## src/hw/rtl/sps_pkg.sv

```systemverilog
// Shared constants, types and the CORDIC angle table of the scan point segmenter.
`timescale 1ns / 1ps

package sps_pkg;

    localparam int MAX_SEGMENTS = 1024;
    localparam int CORDIC_STEPS = 16;
    localparam int STEP_W       = $clog2(CORDIC_STEPS);
    localparam int SEG_LIMIT    = (MAX_SEGMENTS - 1 > 1023) ? 1023 : MAX_SEGMENTS - 1;

    localparam logic [15:0] QUARTER_TURN    = 16'h4000;
    localparam logic [15:0] ANGLE_STEP_RST  = 16'd91;
    localparam logic [15:0] BREAK_DIST_RST  = 16'd64;
    localparam logic signed [31:0] CORDIC_GAIN_INV = 32'sd652032874;
    localparam logic signed [20:0] COORD_LIMIT     = 21'sd65535;

    // register indexes (paddr[3:2])
    localparam logic [1:0] REG_ANGLE_START = 2'd0;
    localparam logic [1:0] REG_ANGLE_STEP  = 2'd1;
    localparam logic [1:0] REG_BREAK_DIST  = 2'd2;

    typedef struct packed {
        logic [15:0] angle_start;
        logic [15:0] angle_step;
        logic [15:0] break_mm;
        logic        beam_load;
        logic [15:0] beam_value;
    } sps_cfg_t;

    // atan(2^-i) in units of 2^-32 turn
    function automatic logic [31:0] atan_turn32(input logic [4:0] idx);
        logic [31:0] v;
        unique case (idx)
            5'd0:    v = 32'd536870912;
            5'd1:    v = 32'd316933406;
            5'd2:    v = 32'd167458907;
            5'd3:    v = 32'd85004756;
            5'd4:    v = 32'd42667331;
            5'd5:    v = 32'd21354465;
            5'd6:    v = 32'd10679838;
            5'd7:    v = 32'd5340245;
            5'd8:    v = 32'd2670163;
            5'd9:    v = 32'd1335087;
            5'd10:   v = 32'd667544;
            5'd11:   v = 32'd333772;
            5'd12:   v = 32'd166886;
            5'd13:   v = 32'd83443;
            5'd14:   v = 32'd41722;
            5'd15:   v = 32'd20861;
            5'd16:   v = 32'd10430;
            5'd17:   v = 32'd5215;
            5'd18:   v = 32'd2608;
            5'd19:   v = 32'd1304;
            5'd20:   v = 32'd652;
            5'd21:   v = 32'd326;
            5'd22:   v = 32'd163;
            5'd23:   v = 32'd81;
            default: v = 32'd0;
        endcase
        return v;
    endfunction

endpackage

```

## src/hw/rtl/sps_if.sv

```systemverilog
// Handshake interfaces for the sample and point channels.
`timescale 1ns / 1ps

interface sps_sample_if import sps_pkg::*; ();
    logic        valid;
    logic        ready;
    logic [15:0] range_mm;
    logic        end_of_scan;

    modport source (output valid, range_mm, end_of_scan, input ready);
    modport sink   (input valid, range_mm, end_of_scan, output ready);
endinterface

interface sps_point_if import sps_pkg::*; ();
    logic               valid;
    logic               ready;
    logic signed [16:0] point_x;
    logic signed [16:0] point_y;
    logic [9:0]         segment_id;
    logic               point_valid;
    logic               scan_done;

    modport source (output valid, point_x, point_y, segment_id, point_valid, scan_done,
                    input ready);
    modport sink   (input valid, point_x, point_y, segment_id, point_valid, scan_done,
                    output ready);
endinterface

```

## src/hw/rtl/sps_cfg.sv

```systemverilog
// APB register block: angle start, angle step and break distance.
`timescale 1ns / 1ps

module sps_cfg import sps_pkg::*;
(
    input  logic        clk,
    input  logic        rst_n,
    input  logic        psel,
    input  logic        penable,
    input  logic        pwrite,
    input  logic [3:0]  paddr,
    input  logic [31:0] pwdata,
    output logic [31:0] prdata,
    output logic        pready,
    output sps_cfg_t    cfg
);

    logic [15:0] start_reg, start_next;
    logic [15:0] step_reg, step_next;
    logic [15:0] brk_reg, brk_next;
    logic        wr_en;
    logic [1:0]  idx;

    assign pready = 1'b1;
    assign wr_en  = psel & penable & pwrite;
    assign idx    = paddr[3:2];

    always_comb
    begin
        start_next = start_reg;
        step_next  = step_reg;
        brk_next   = brk_reg;
        if (wr_en)
        begin
            unique case (idx)
                REG_ANGLE_START: start_next = pwdata[15:0];
                REG_ANGLE_STEP:  step_next  = pwdata[15:0];
                REG_BREAK_DIST:  brk_next   = pwdata[15:0];
                default: ;
            endcase
        end
    end

    always_ff @(posedge clk or negedge rst_n)
    begin
        if (!rst_n)
        begin
            start_reg <= '0;
            step_reg  <= ANGLE_STEP_RST;
            brk_reg   <= BREAK_DIST_RST;
        end
        else
        begin
            start_reg <= start_next;
            step_reg  <= step_next;
            brk_reg   <= brk_next;
        end
    end

    always_comb
    begin
        unique case (idx)
            REG_ANGLE_START: prdata = {16'd0, start_reg};
            REG_ANGLE_STEP:  prdata = {16'd0, step_reg};
            REG_BREAK_DIST:  prdata = {16'd0, brk_reg};
            default:         prdata = '0;
        endcase
    end

    assign cfg.angle_start = start_reg;
    assign cfg.angle_step  = step_reg;
    assign cfg.break_mm    = brk_reg;
    assign cfg.beam_load   = wr_en && (idx == REG_ANGLE_START);
    assign cfg.beam_value  = pwdata[15:0];

endmodule

```

## src/hw/rtl/sps_cordic.sv

```systemverilog
// Iterative rotation-mode CORDIC: one micro-rotation per cycle, cos and sin of a 16-bit angle.
`timescale 1ns / 1ps

module sps_cordic import sps_pkg::*;
(
    input  logic               clk,
    input  logic               rst_n,
    input  logic               start,
    input  logic [15:0]        angle,
    output logic               done,
    output logic signed [31:0] cos_v,
    output logic signed [31:0] sin_v
);

    logic signed [31:0] x_reg, x_next;
    logic signed [31:0] y_reg, y_next;
    logic signed [31:0] z_reg, z_next;
    logic [STEP_W-1:0]  step_reg, step_next;
    logic               flip_reg, flip_next;
    logic               run_reg, run_next;
    logic               done_reg, done_next;

    logic signed [31:0] a32;
    logic signed [32:0] a_ext;
    logic signed [32:0] z_fold;
    logic               fold;
    logic signed [31:0] dx;
    logic signed [31:0] dy;
    logic signed [31:0] at;
    logic               last_step;

    always_comb
    begin
        a32   = {angle, 16'd0};
        a_ext = {a32[31], a32};
        fold  = 1'b1;
        // fold into a quarter turn either side of zero; negate at the end
        if (a_ext > 33'sh040000000)
            z_fold = a_ext - 33'sh080000000;
        else if (a_ext < -33'sh040000000)
            z_fold = a_ext + 33'sh080000000;
        else
        begin
            z_fold = a_ext;
            fold   = 1'b0;
        end
    end

    assign dx        = y_reg >>> step_reg;
    assign dy        = x_reg >>> step_reg;
    assign at        = signed'(atan_turn32(5'(step_reg)));
    assign last_step = (step_reg == STEP_W'(CORDIC_STEPS - 1));

    always_comb
    begin
        x_next    = x_reg;
        y_next    = y_reg;
        z_next    = z_reg;
        step_next = step_reg;
        flip_next = flip_reg;
        run_next  = run_reg;
        done_next = 1'b0;
        if (start)
        begin
            x_next    = CORDIC_GAIN_INV;
            y_next    = '0;
            z_next    = z_fold[31:0];
            step_next = '0;
            flip_next = fold;
            run_next  = 1'b1;
        end
        else if (run_reg)
        begin
            if (!z_reg[31])
            begin
                x_next = x_reg - dx;
                y_next = y_reg + dy;
                z_next = z_reg - at;
            end
            else
            begin
                x_next = x_reg + dx;
                y_next = y_reg - dy;
                z_next = z_reg + at;
            end
            step_next = step_reg + 1'b1;
            if (last_step)
            begin
                run_next  = 1'b0;
                done_next = 1'b1;
            end
        end
    end

    always_ff @(posedge clk or negedge rst_n)
    begin
        if (!rst_n)
        begin
            run_reg  <= 1'b0;
            done_reg <= 1'b0;
            step_reg <= '0;
        end
        else
        begin
            run_reg  <= run_next;
            done_reg <= done_next;
            step_reg <= step_next;
        end
    end

    always_ff @(posedge clk)
    begin
        x_reg    <= x_next;
        y_reg    <= y_next;
        z_reg    <= z_next;
        flip_reg <= flip_next;
    end

    assign done  = done_reg;
    assign cos_v = flip_reg ? -x_reg : x_reg;
    assign sin_v = flip_reg ? -y_reg : y_reg;

    a_done_after_run: assert property (@(posedge clk) disable iff (!rst_n)
        done_reg |-> !run_reg)
        else $error("cordic done while still rotating");

    a_start_idle: assert property (@(posedge clk) disable iff (!rst_n)
        run_reg |-> !start)
        else $error("cordic restarted mid-rotation");

    a_run_len: assert property (@(posedge clk) disable iff (!rst_n)
        $rose(done_reg) |-> $past(last_step))
        else $error("cordic finished at wrong step");

endmodule

```

## src/hw/rtl/sps_mul.sv

```systemverilog
// Shared signed multiplier with registered product.
`timescale 1ns / 1ps

module sps_mul import sps_pkg::*;
(
    input  logic               clk,
    input  logic signed [18:0] a,
    input  logic signed [31:0] b,
    output logic signed [50:0] p
);

    logic signed [50:0] p_reg, p_next;

    assign p_next = 51'(a) * 51'(b);

    always_ff @(posedge clk)
    begin
        p_reg <= p_next;
    end

    assign p = p_reg;

endmodule

```

## src/hw/rtl/scan_point_segmenter.sv

```systemverilog
// Top level: sequencer around the CORDIC and the shared multiplier, segment tracking.
//
//  channel   dir   handshake      beat contents
//  sample    in    valid/ready    range_mm[15:0], end_of_scan
//  point     out   valid/ready    point_x[16:0], point_y[16:0], segment_id[9:0],
//                                 point_valid, scan_done
//  apb       in    psel/penable   paddr[3:0], pwdata[31:0] -> prdata[31:0]
//
// A sample with a return goes from accept through the CORDIC (16 micro-rotations),
// then one multiplier pass each for x, y, dx^2, dy^2 and break^2, compare and load
// before the next ready; the point is registered at the load step.
// A sample with no return is done at accept; a bare end-of-scan marker goes on to load.
// One sample at a time; sample.ready is low while one is in flight.
// A full output register holds the sequencer in its load step until point.ready.
// Reset is asynchronous; no clearing pass.
`timescale 1ns / 1ps

module scan_point_segmenter import sps_pkg::*;
(
    input  logic        clk,
    input  logic        rst_n,
    sps_sample_if.sink  sample,
    sps_point_if.source point,
    input  logic        psel,
    input  logic        penable,
    input  logic        pwrite,
    input  logic [3:0]  paddr,
    input  logic [31:0] pwdata,
    output logic [31:0] prdata,
    output logic        pready
);

    typedef enum logic [8:0] {
        ST_IDLE = 9'b000000001,
        ST_ROT  = 9'b000000010,
        ST_MX   = 9'b000000100,
        ST_MY   = 9'b000001000,
        ST_DX   = 9'b000010000,
        ST_DY   = 9'b000100000,
        ST_BD   = 9'b001000000,
        ST_CMP  = 9'b010000000,
        ST_OUT  = 9'b100000000
    } state_t;

    sps_cfg_t cfg;

    state_t             state_reg, state_next;
    logic [15:0]        range_reg, range_next;
    logic               eos_reg, eos_next;
    logic               pv_reg, pv_next;
    logic [15:0]        beam_reg, beam_next;
    logic signed [16:0] last_x_reg, last_x_next;
    logic signed [16:0] last_y_reg, last_y_next;
    logic               have_reg, have_next;
    logic [9:0]         seg_reg, seg_next;
    logic signed [16:0] px_reg, px_next;
    logic signed [16:0] py_reg, py_next;
    logic [35:0]        sq_reg, sq_next;
    logic               brk_reg, brk_next;

    logic               ov_reg, ov_next;
    logic signed [16:0] ox_reg, ox_next;
    logic signed [16:0] oy_reg, oy_next;
    logic [9:0]         oseg_reg, oseg_next;
    logic               opv_reg, opv_next;
    logic               odone_reg, odone_next;

    logic               accept;
    logic               cordic_start;
    logic               cordic_done;
    logic signed [31:0] cos_v;
    logic signed [31:0] sin_v;
    logic signed [18:0] mul_a;
    logic signed [31:0] mul_b;
    logic signed [50:0] prod;
    logic signed [17:0] dx;
    logic signed [17:0] dy;
    logic               out_load;
    logic [9:0]         seg_new;

    // round, floor-shift by 30 and clamp to +/-65535
    function automatic logic signed [16:0] scale_coord(input logic signed [50:0] pv);
        logic signed [50:0] r;
        logic signed [20:0] q;
        logic signed [16:0] res;
        r = pv + 51'sd536870912;
        q = r[50:30];
        if (q > COORD_LIMIT)
            res = 17'sd65535;
        else if (q < -COORD_LIMIT)
            res = -17'sd65535;
        else
            res = q[16:0];
        return res;
    endfunction

    sps_cfg u_cfg (
        .clk     (clk),
        .rst_n   (rst_n),
        .psel    (psel),
        .penable (penable),
        .pwrite  (pwrite),
        .paddr   (paddr),
        .pwdata  (pwdata),
        .prdata  (prdata),
        .pready  (pready),
        .cfg     (cfg)
    );

    sps_cordic u_cordic (
        .clk   (clk),
        .rst_n (rst_n),
        .start (cordic_start),
        .angle (beam_reg + QUARTER_TURN),
        .done  (cordic_done),
        .cos_v (cos_v),
        .sin_v (sin_v)
    );

    sps_mul u_mul (
        .clk (clk),
        .a   (mul_a),
        .b   (mul_b),
        .p   (prod)
    );

    assign sample.ready = (state_reg == ST_IDLE);
    assign accept       = sample.valid && sample.ready;
    assign cordic_start = accept && (sample.range_mm != 16'd0);

    assign dx = 18'(px_reg) - 18'(last_x_reg);
    assign dy = 18'(py_reg) - 18'(last_y_reg);

    always_comb
    begin
        mul_a = '0;
        mul_b = '0;
        unique case (state_reg)
            ST_MX:
            begin
                mul_a = signed'({3'd0, range_reg});
                mul_b = cos_v;
            end
            ST_MY:
            begin
                mul_a = signed'({3'd0, range_reg});
                mul_b = sin_v;
            end
            ST_DX:
            begin
                mul_a = 19'(dx);
                mul_b = 32'(dx);
            end
            ST_DY:
            begin
                mul_a = 19'(dy);
                mul_b = 32'(dy);
            end
            ST_BD:
            begin
                mul_a = signed'({3'd0, cfg.break_mm});
                mul_b = signed'({16'd0, cfg.break_mm});
            end
            default: ;
        endcase
    end

    assign out_load = (state_reg == ST_OUT) && (!ov_reg || point.ready);
    assign seg_new  = (pv_reg && brk_reg && (seg_reg < 10'(SEG_LIMIT))) ?
                      seg_reg + 1'b1 : seg_reg;

    always_comb
    begin
        state_next  = state_reg;
        range_next  = range_reg;
        eos_next    = eos_reg;
        pv_next     = pv_reg;
        beam_next   = beam_reg;
        last_x_next = last_x_reg;
        last_y_next = last_y_reg;
        have_next   = have_reg;
        seg_next    = seg_reg;
        px_next     = px_reg;
        py_next     = py_reg;
        sq_next     = sq_reg;
        brk_next    = brk_reg;
        ov_next     = ov_reg && !point.ready;
        ox_next     = ox_reg;
        oy_next     = oy_reg;
        oseg_next   = oseg_reg;
        opv_next    = opv_reg;
        odone_next  = odone_reg;

        unique case (state_reg)
            ST_IDLE:
            begin
                if (accept)
                begin
                    range_next = sample.range_mm;
                    eos_next   = sample.end_of_scan;
                    pv_next    = (sample.range_mm != 16'd0);
                    brk_next   = 1'b0;
                    if (sample.range_mm != 16'd0)
                        state_next = ST_ROT;
                    else if (sample.end_of_scan)
                        state_next = ST_OUT;
                    else
                        beam_next = beam_reg + cfg.angle_step;
                end
            end
            ST_ROT:
            begin
                if (cordic_done)
                    state_next = ST_MX;
            end
            ST_MX:
                state_next = ST_MY;
            ST_MY:
            begin
                px_next    = scale_coord(prod);
                state_next = ST_DX;
            end
            ST_DX:
            begin
                py_next    = scale_coord(prod);
                state_next = ST_DY;
            end
            ST_DY:
            begin
                sq_next    = {1'b0, prod[34:0]};
                state_next = ST_BD;
            end
            ST_BD:
            begin
                sq_next    = sq_reg + {1'b0, prod[34:0]};
                state_next = ST_CMP;
            end
            ST_CMP:
            begin
                brk_next   = have_reg && (sq_reg >= {4'd0, prod[31:0]});
                state_next = ST_OUT;
            end
            ST_OUT:
            begin
                if (out_load)
                begin
                    ov_next    = 1'b1;
                    ox_next    = pv_reg ? px_reg : '0;
                    oy_next    = pv_reg ? py_reg : '0;
                    oseg_next  = seg_new;
                    opv_next   = pv_reg;
                    odone_next = eos_reg;
                    if (eos_reg)
                    begin
                        seg_next    = '0;
                        last_x_next = '0;
                        last_y_next = '0;
                        have_next   = 1'b0;
                        beam_next   = cfg.angle_start;
                    end
                    else
                    begin
                        beam_next = beam_reg + cfg.angle_step;
                        if (pv_reg)
                        begin
                            seg_next    = seg_new;
                            last_x_next = px_reg;
                            last_y_next = py_reg;
                            have_next   = 1'b1;
                        end
                    end
                    state_next = ST_IDLE;
                end
            end
            default:
                state_next = ST_IDLE;
        endcase

        // writing angle_start restarts the angle count
        if (cfg.beam_load)
            beam_next = cfg.beam_value;
    end

    always_ff @(posedge clk or negedge rst_n)
    begin
        if (!rst_n)
        begin
            state_reg  <= ST_IDLE;
            beam_reg   <= '0;
            last_x_reg <= '0;
            last_y_reg <= '0;
            have_reg   <= 1'b0;
            seg_reg    <= '0;
            ov_reg     <= 1'b0;
        end
        else
        begin
            state_reg  <= state_next;
            beam_reg   <= beam_next;
            last_x_reg <= last_x_next;
            last_y_reg <= last_y_next;
            have_reg   <= have_next;
            seg_reg    <= seg_next;
            ov_reg     <= ov_next;
        end
    end

    always_ff @(posedge clk)
    begin
        range_reg <= range_next;
        eos_reg   <= eos_next;
        pv_reg    <= pv_next;
        px_reg    <= px_next;
        py_reg    <= py_next;
        sq_reg    <= sq_next;
        brk_reg   <= brk_next;
        ox_reg    <= ox_next;
        oy_reg    <= oy_next;
        oseg_reg  <= oseg_next;
        opv_reg   <= opv_next;
        odone_reg <= odone_next;
    end

    assign point.valid       = ov_reg;
    assign point.point_x     = ox_reg;
    assign point.point_y     = oy_reg;
    assign point.segment_id  = oseg_reg;
    assign point.point_valid = opv_reg;
    assign point.scan_done   = odone_reg;

    a_seg_limit: assert property (@(posedge clk) disable iff (!rst_n)
        ov_reg |-> (oseg_reg <= 10'(SEG_LIMIT)))
        else $error("segment number beyond limit");

    a_marker: assert property (@(posedge clk) disable iff (!rst_n)
        (ov_reg && !opv_reg) |-> (odone_reg && ox_reg == '0 && oy_reg == '0))
        else $error("bare marker malformed");

    a_scan_clear: assert property (@(posedge clk) disable iff (!rst_n)
        (out_load && eos_reg && !cfg.beam_load) |=>
            (seg_reg == '0 && !have_reg && beam_reg == cfg.angle_start))
        else $error("scan state not cleared at end of scan");

    a_coord_range: assert property (@(posedge clk) disable iff (!rst_n)
        ov_reg |-> (ox_reg != 17'h10000 && oy_reg != 17'h10000))
        else $error("coordinate outside clamp");

endmodule
```

## src/flat_wrapper.sv

```systemverilog
// flat-port wrapper written by rule: the top's interface ports become plain ports
module scan_point_segmenter_flat import sps_pkg::*;
  (clk, rst_n, psel, penable, pwrite, paddr, pwdata, prdata, pready, sample_valid, sample_range_mm, sample_end_of_scan, sample_ready, point_valid, point_point_x, point_point_y, point_segment_id, point_point_valid, point_scan_done, point_ready);
  sps_sample_if sample_i ();
  sps_point_if point_i ();
  input  logic clk;
  input  logic rst_n;
  input  logic psel;
  input  logic penable;
  input  logic pwrite;
  input  logic [3:0] paddr;
  input  logic [31:0] pwdata;
  output logic [31:0] prdata;
  output logic pready;
  input wire logic [$bits(sample_i.valid)-1:0] sample_valid;
  input wire logic [$bits(sample_i.range_mm)-1:0] sample_range_mm;
  input wire logic [$bits(sample_i.end_of_scan)-1:0] sample_end_of_scan;
  output wire logic [$bits(sample_i.ready)-1:0] sample_ready;
  output wire logic [$bits(point_i.valid)-1:0] point_valid;
  output wire logic [$bits(point_i.point_x)-1:0] point_point_x;
  output wire logic [$bits(point_i.point_y)-1:0] point_point_y;
  output wire logic [$bits(point_i.segment_id)-1:0] point_segment_id;
  output wire logic [$bits(point_i.point_valid)-1:0] point_point_valid;
  output wire logic [$bits(point_i.scan_done)-1:0] point_scan_done;
  input wire logic [$bits(point_i.ready)-1:0] point_ready;
  assign sample_i.valid = sample_valid;
  assign sample_i.range_mm = sample_range_mm;
  assign sample_i.end_of_scan = sample_end_of_scan;
  assign sample_ready = sample_i.ready;
  assign point_valid = point_i.valid;
  assign point_point_x = point_i.point_x;
  assign point_point_y = point_i.point_y;
  assign point_segment_id = point_i.segment_id;
  assign point_point_valid = point_i.point_valid;
  assign point_scan_done = point_i.scan_done;
  assign point_i.ready = point_ready;
  scan_point_segmenter u_core (.clk(clk), .rst_n(rst_n), .sample(sample_i), .point(point_i), .psel(psel), .penable(penable), .pwrite(pwrite), .paddr(paddr), .pwdata(pwdata), .prdata(prdata), .pready(pready));
endmodule
```

## config.mk

```make
export PLATFORM = sky130hd
export DESIGN_NAME = scan_point_segmenter_flat
export DESIGN_NICKNAME = d
export VERILOG_FILES = /design/src/hw/rtl/sps_pkg.sv /design/src/hw/rtl/sps_if.sv /design/src/hw/rtl/sps_cfg.sv /design/src/hw/rtl/sps_cordic.sv /design/src/hw/rtl/sps_mul.sv /design/src/hw/rtl/scan_point_segmenter.sv /design/src/flat_wrapper.sv
export SDC_FILE = /design/constraint.sdc
export NUM_CORES = 2
export LEC_CHECK = 0
export BUFFER_PORTS_ARGS = -buffer_cell sky130_fd_sc_hd__buf_2
export CAP_MARGIN = 5
export CORE_MARGIN = 2
export CORE_UTILIZATION = 40
export CTS_BUF_LIST = sky130_fd_sc_hd__clkbuf_2 sky130_fd_sc_hd__clkbuf_4 sky130_fd_sc_hd__clkbuf_8
export CTS_CLUSTER_SIZE = 20
export DETAILED_ROUTE_END_ITERATION = 8
export HOLD_SLACK_MARGIN = 0.08
export MAX_ROUTING_LAYER = met4
export PLACE_DENSITY_LB_ADDON = 0.25
export SLEW_MARGIN = 30
export SYNTH_ARGS = -nofsm -noshare
export SYNTH_HDL_FRONTEND = slang
export SYNTH_SLANG_ARGS = --single-unit
```

## constraint.sdc

```tcl
create_clock -name clk -period 10.01 [get_ports clk]
set_input_delay 1.5015 -clock clk [delete_from_list [all_inputs] [get_ports clk]]
set_output_delay 1.5015 -clock clk [all_outputs]
set_load 0.02 [all_outputs]
```

Word level (Yosys, flattened, before mapping)
Memory sizes are Yosys's and may differ from the RTL's.
Index checks and enable logic that the tools add are counted.

storage, ports and cells
  bits in registers = 408
  ROM bits = 480
  output and inout port bits = 81
  memories kept = 1

memories
  name              words  bits a word  rd ports  clocked after memory_dff  wr ports  RTL line       source
  (name not given)  16     30           1         0                         0         sps_pkg.sv:33  unique case (idx)

operators by class
  add/subtract/negate cells = 18
  multiply operators = 1
  order comparisons = 6
  equal/unequal tests = 20
  shift-type cells = 2
  muxes and demuxes = 50
  bitwise logic cells = 2
  reduce and logical (&&, ||, !) cells = 28

operators with widths
  operator                count
  $mux 32                 9
  $pmux 32 s5             1
  $mux 17                 6
  $add 32x32->32          3
  $mux 16                 6
  $sub 32x32->32          3
  $pmux 9 s9              1
  $pmux 19 s4             1
  $pmux 36 s2             1
  $neg 32->32             2
  $sshr 32x4->32          2
  $add 51x31->51 const B  1
  $mul 19x32->51          1
  $pmux 16 s3             1
  $mux 9                  5
  $add 36x35->36          1
  $ge 36x32->1            1
  $sub 17x17->18          2
  $add 32x32->32 const B  1
  $gt 32x32->1 const B    1
  $lt 32x31->1 const B    1
  $pmux 16 s2             1
  $sub 32x32->32 const B  1
  $mux 10                 3
  39 further kinds        72

Logic depth before layout (Yosys ltp)
  depth in word-level cells = 6
  depth in mapped cells = 41

Cells and area by module
A second synthesis with hierarchy kept.

second synthesis, totals
  cell total of the unflattened synthesis = 6,134
  area, all modules = 54,883.9 um^2

by module, submodules not included
  module                times used  cells an instance  area an instance (um^2)  seq. area each (um^2)
  sps_mul               1           2,364              22,063.7                 1,021.0
  sps_cordic            1           1,976              15,781.4                 2,422.3
  scan_point_segmenter  1           1,600              14,579.0                 5,831.8
  sps_cfg               1           194                2,459.9                  1,208.7

Least setup slack after synthesis
No wires, ideal clock.

  kind = reg2reg
  start point = reg u_core.py_reg[1]
  end point = reg u_core.u_mul.p_reg[46], in the netlist u_core.u_mul.p[46]
  data arrival time = 9.015 ns
  setup slack = 0.875 ns
  stages on the path, launching flop included = 38
  path buffers = 2
  cell sequence = edfxtp_1 > ha_1 > nor2b_1 > o21ai_0 > a21boi_0 > o21ai_0 > a21boi_0 > o2111ai_1 > a21oi_1 > o41ai_1 > a221o_1 > inv_1 > clkbuf_1 > o221ai_1 > clkbuf_1 > nand2_1 > fa_1 > inv_1 > (+2 left out) > fa_1 > inv_1 > fa_1 > fa_1 > fa_1 > ha_1 > ha_1 > a21o_1 > a21o_1 > a21o_1 > a221oi_1 > o2111ai_1 > o21ai_0 > a211oi_1 > a21oi_1 > nand2b_1 > nand2_1 > xor2_1

on the way
  word-level cells in the longest chain between the ends = 3
  elaborated cells between the ends (all ways) = 4
  those cells by class = add/sub: 1; mul: 1; mux: 2

ends and longest elaborated chain
  element                                            RTL line                     source
  start, declared                                    scan_point_segmenter.sv:57   logic signed [16:0] py_reg, py_next;
  start signal, assigned                             scan_point_segmenter.sv:314  py_reg <= py_next;
  $sub 17x17->18 *                                   scan_point_segmenter.sv:132  assign dy = 18'(py_reg) - 18'(last_y_reg);
  $pmux 32 s5 / $pmux 19 s4 (equally long branches)  scan_point_segmenter.sv:138  unique case (state_reg)
  $mul 19x32->51 *                                   sps_mul.sv:14                assign p_next = 51'(a) * 51'(b);
  named net u_core.u_mul.p_next[46]                  sps_mul.sv:12                logic signed [50:0] p_reg, p_next;
  end signal, assigned                               sps_mul.sv:18                p_reg <= p_next;
  end, declared                                      sps_mul.sv:12

The timed path passes the listed nets; every way through them passes the cells marked *.
A chain may end at the register's enable or synchronous reset.

Worst setup path in the final report
  start point = reg u_core.state_reg[4]
  end point = reg u_core.u_mul.p_reg[46], in the netlist u_core.u_mul.p[46]

on the way
  word-level cells in the longest chain between the ends = 4
  elaborated cells between the ends (all ways) = 9
  those cells by class = mul: 1; eq/ne: 5; mux: 2; reduce/logical: 1

ends and longest elaborated chain
  element                                          RTL line                     source
  start, declared                                  scan_point_segmenter.sv:47   state_t state_reg, state_next;
  start signal, assigned                           scan_point_segmenter.sv:298  state_reg <= state_next;
  $eq 9x3->1 / $eq 9x4->1 (equally long branches)  scan_point_segmenter.sv:138
  $reduce_or 2->1 (no line)                        --
  $pmux 19 s4                                      scan_point_segmenter.sv:138
  $mul 19x32->51 *                                 sps_mul.sv:14
  named net u_core.u_mul.p_next[46]                sps_mul.sv:12

Marked as above.

==> impl_results.md <==
* Via Count at about 45000
* Clk buf depth at 3
* Grt met1 use at between 30% and 40%
* Cell variety after synth at 106
* Largest family of logic cells by synthesized area: adder cells
* Die X-Extent at approximately 370 um
* Post-Layout Cell Count at between 8000 and 9000
* Worst skew pair latency at 0.75 ns
* Number of H-tree levels at 3
* Synth Area in Simple Gates at between 10% and 20%
* DRC Markers at 0
* Worst R2R Path Depth at 38
* Worst-margin pin slew at 1.02 ns
* Critical Path AT at around 10 ns
* Crit-path max FO at 15
* #FFs+latches synth at 408
* Overall power at about 16 mW
* Syn Inst Count at about 6100
* Worst Setup End Kind: flip-flop
* Final core utilization at ~45%
* First-pass GRT wire length at about 260000 um
* Gr ovfl total at 0
* Core Area at ~0.13 mm^2
* Root Buffer: clkbuf_8
* Hold Path End: u_core.state_reg[1]
* CP max stage cell: fa_1
* Router iterations before antenna repair at 6
* Largest net degree at the start of global routing at 85
* Antenna violation net count after detailed routing at 0
* Relative slew slack at just over 30%
* Post-synthesis adder-cell area fraction at a little under a third
* Wire length per cell at 20.6 um
* Die ar. at roughly 0.14 mm^2
* RR Startpoint: u_core.state_reg[4]
* Pleak at around 28 nW
* Worst EP required at approximately 11 ns
* Syn. warnings at 0
* CTS tree: done
* Setup TNS at 0 ns
* Post-synthesis mux area share at around 6.3%
* Worst hold margin at 0.462 ns
* CP startpoint kind: flip-flop
* Min-delay src: u_core.u_cordic.done
* Peak supply drop at about 0.25 mV
* Met2 usage at between 30% and 40%
* CTS Buf Count at slightly below 80
* HP Class: reg2reg
* Final Cell Area at a little under 0.06 mm^2
* Synth area leader: fa_1
* Nets at roughly 7300
* Post-synth EDFFs at 168
* Share of the synthesized area in the top cell type at between 20 and 25%
* Layout fillers at between 10000 and 15000
* Iter 0 DRT Violations at 3823
* Dpl cells at approximately 8000
* IO Port Bufs at 105
* Fmax at about 0.10 GHz
* Site Rows at approximately 130
* Synth top area cells: fa_1 (22%), edfxtp_1 (9.4%), ha_1 (8.4%)
* Reg2Reg Setup Slack at about 0.45 ns
* Initial antenna violation count at 3
* Pins Over Slew Limit at 0
* Hold-fix buffers, CTS at 0
* Clock transition at the registers of the reported paths at about 0.06 ns
* Vias in the first global route at around 44000
* Dominant synthesized flop cell: edfxtp_1
* Initial core utilization at about two fifths
* Asr flop ratio synth at a little under a third
* Final worst path period share at 95.5%
* Hold Crit Depth at 1
* Num ports at roughly 140
* Detailed Place HPWL at between 100000 and 150000 um
* Synth Area in XOR/XNOR at roughly 5.8%
* DP Area at around 0.058 mm^2
* Max reg flops at 51
* Final setup viols at 0
* Avg Vias per Cell at 5.53
* Terminus of the critical flop-to-flop path: u_core.u_mul.p[46]
* Max_cap viols at 0
* Syn avg cell area at a little under 9 um^2
* GPL Wtd Cong at 0.945
* Max Clock Skew at around 0.068 ns
* Busiest layer in global routing: met2
* Hold Violations, Final at 0
* Cell Area, Synth at 0.0539 mm^2
* Critical path class: reg2reg
* Final Critical Period at 9.56 ns
* Pwr/cell area at approximately 280 mW/mm^2
* Layout cells sized above 1 at about an eighth
* Detailed Route WL at ~170000 um
* CTS Sinks at between 400 and 500
* Die H at 371 um
* Area delta synth->final at 10.6%
* Seq/Total Area, Yosys at around a fifth
* Worst slack, placed at -0.0726 ns
* GR Util All Layers at about a quarter
* Crit-path max cell delay at around 0.55 ns
* Status: completed
* Final WS setup at roughly 0.45 ns
* Complex-gate fraction of the synthesized area at between 10% and 20%
* GR Util met3 at 3.27%
report_power, final:
| group | switching [mW] | internal [mW] | leakage (nW) |
|---|---|---|---|
| logic | 6.72 | 5.21 | 23.2 |
| clock network | 0.797 | 1.05 | 0.899 |
| registers | 0.417 | 2.26 | 4.26 |
cell type report:
type | instances | area [um^2] | area share [%]
inverter | 776 | 2910 | 4.88
antenna | 2 | 5.00 | 0.00839
clock buffer | 109 | 1340 | 2.25
tap | 1768 | 2210 | 3.71
multi-input combinational | 4607 | 39400 | 66.1
sequential | 408 | 10500 | 17.6
clock inverter | 33 | 362 | 0.606
timing repair buffer | 399 | 2890 | 4.85
cells by family (layout without fill, tap and decap cells):
group / count (synthesis) / after routing
simple gates: 1832 / 1832
compound gates: 1181 / 1181
buf+inv: 1123 / 1317
fa+ha+maj: 960 / 960
flops: 408 / 408
xor+xnor: 359 / 359
mux: 243 / 243
other cells: 2 / 34
placed cells by master, fill, tap and decap left out, types with 36 or more instances in the layout:
master,netlist,layout
inv_1,769,765
nand2_1,733,732
fa_1,598,597
nor2_1,449,447
ha_1,362,361
a21oi_1,311,303
o21ai_0,302,296
buf_4,19,281
xnor2_1,198,198
and2_1,187,187
edfxtp_1,168,168
xor2_1,161,161
dfxtp_1,115,115
dfrtp_1,118,113
mux2i_1,108,108
buf_2,22,104
a21o_1,105,103
clkbuf_8,0,84
nor3_1,77,76
nand3_1,76,76
mux4_2,64,64
mux2_2,63,63
nor2b_1,62,59
a31oi_1,51,49
a211oi_1,50,48
o31ai_1,43,42
nand2b_1,41,41
nand4_1,37,37
o21bai_1,36,36
layer usage:
| metal | up-vias | share of wire, % |
|---|---|---|
| li1 | 20700 | - |
| met1 | 22300 | 45 |
| met2 | 1548 | 45 |
| met3 | 241 | 6.7 |
| met4 | 0 | 3.0 |
| met5 | - | 0 |
worst max-delay path by stage:
stage | slack (ns) | startpoint | depth (start not counted) | to
finish | 0.45 | u_core.state_reg[4] | 38 | u_core.u_mul.p[46]
floorplan | 0.87 | u_core.py_reg[1] | 37 | u_core.u_mul.p[46]
CTS | 0.002 | u_core.py_reg[1] | 43 | u_core.u_mul.p[49]
detailed placement | -0.07 | u_core.py_reg[0] | 43 | u_core.u_mul.p[49]
global placement | -0.08 | u_core.py_reg[0] | 42 | u_core.u_mul.p[49]
global route | -0.06 | u_core.px_reg[1] | 39 | u_core.u_mul.p[46]
synth_stat cells (all sizes together) (16+ instances only):
| cell | n |
|---|---|
| inv | 773 |
| nand2 | 733 |
| fa | 598 |
| nor2 | 449 |
| ha | 362 |
| o21ai | 315 |
| a21oi | 311 |
| clkbuf | 265 |
| xnor2 | 198 |
| and2 | 188 |
| edfxtp | 168 |
| xor2 | 161 |
| dfrtp | 118 |
| dfxtp | 115 |
| mux2i | 108 |
| a21o | 105 |
| buf | 81 |
| nor3 | 78 |
| nand3 | 76 |
| mux4 | 68 |
| mux2 | 67 |
| nor2b | 62 |
| a31oi | 52 |
| a211oi | 51 |
| o31ai | 43 |
| nand2b | 41 |
| nand4 | 37 |
| o21bai | 36 |
| o21a | 32 |
| or2 | 30 |
| and3 | 29 |
| nor4 | 25 |
| or3 | 24 |
| o22ai | 23 |
| a21boi | 20 |
| a221o | 19 |
| o211ai | 18 |
| o41ai | 16 |
critical path, delay by kind of cell (launching register included):
kind	cells	cell delay [ns]
simple gates	9	2.05
fa+ha+maj	8	3.33
compound gates	9	1.83
buf+inv	11	1.63
flops	1	0.42
xor+xnor	1	0.15
timing repair:
item / 4_1_cts / 5_1_grt
gates cloned: 0 / 0
setup endpoints to repair: 7 / 21
endpoints found under the hold margin: 0 / 0
resized for setup: 2 / 53
setup buffers: 0 / 6
pin swaps: 0 / 10
Power figures use the tool's default switching activity.
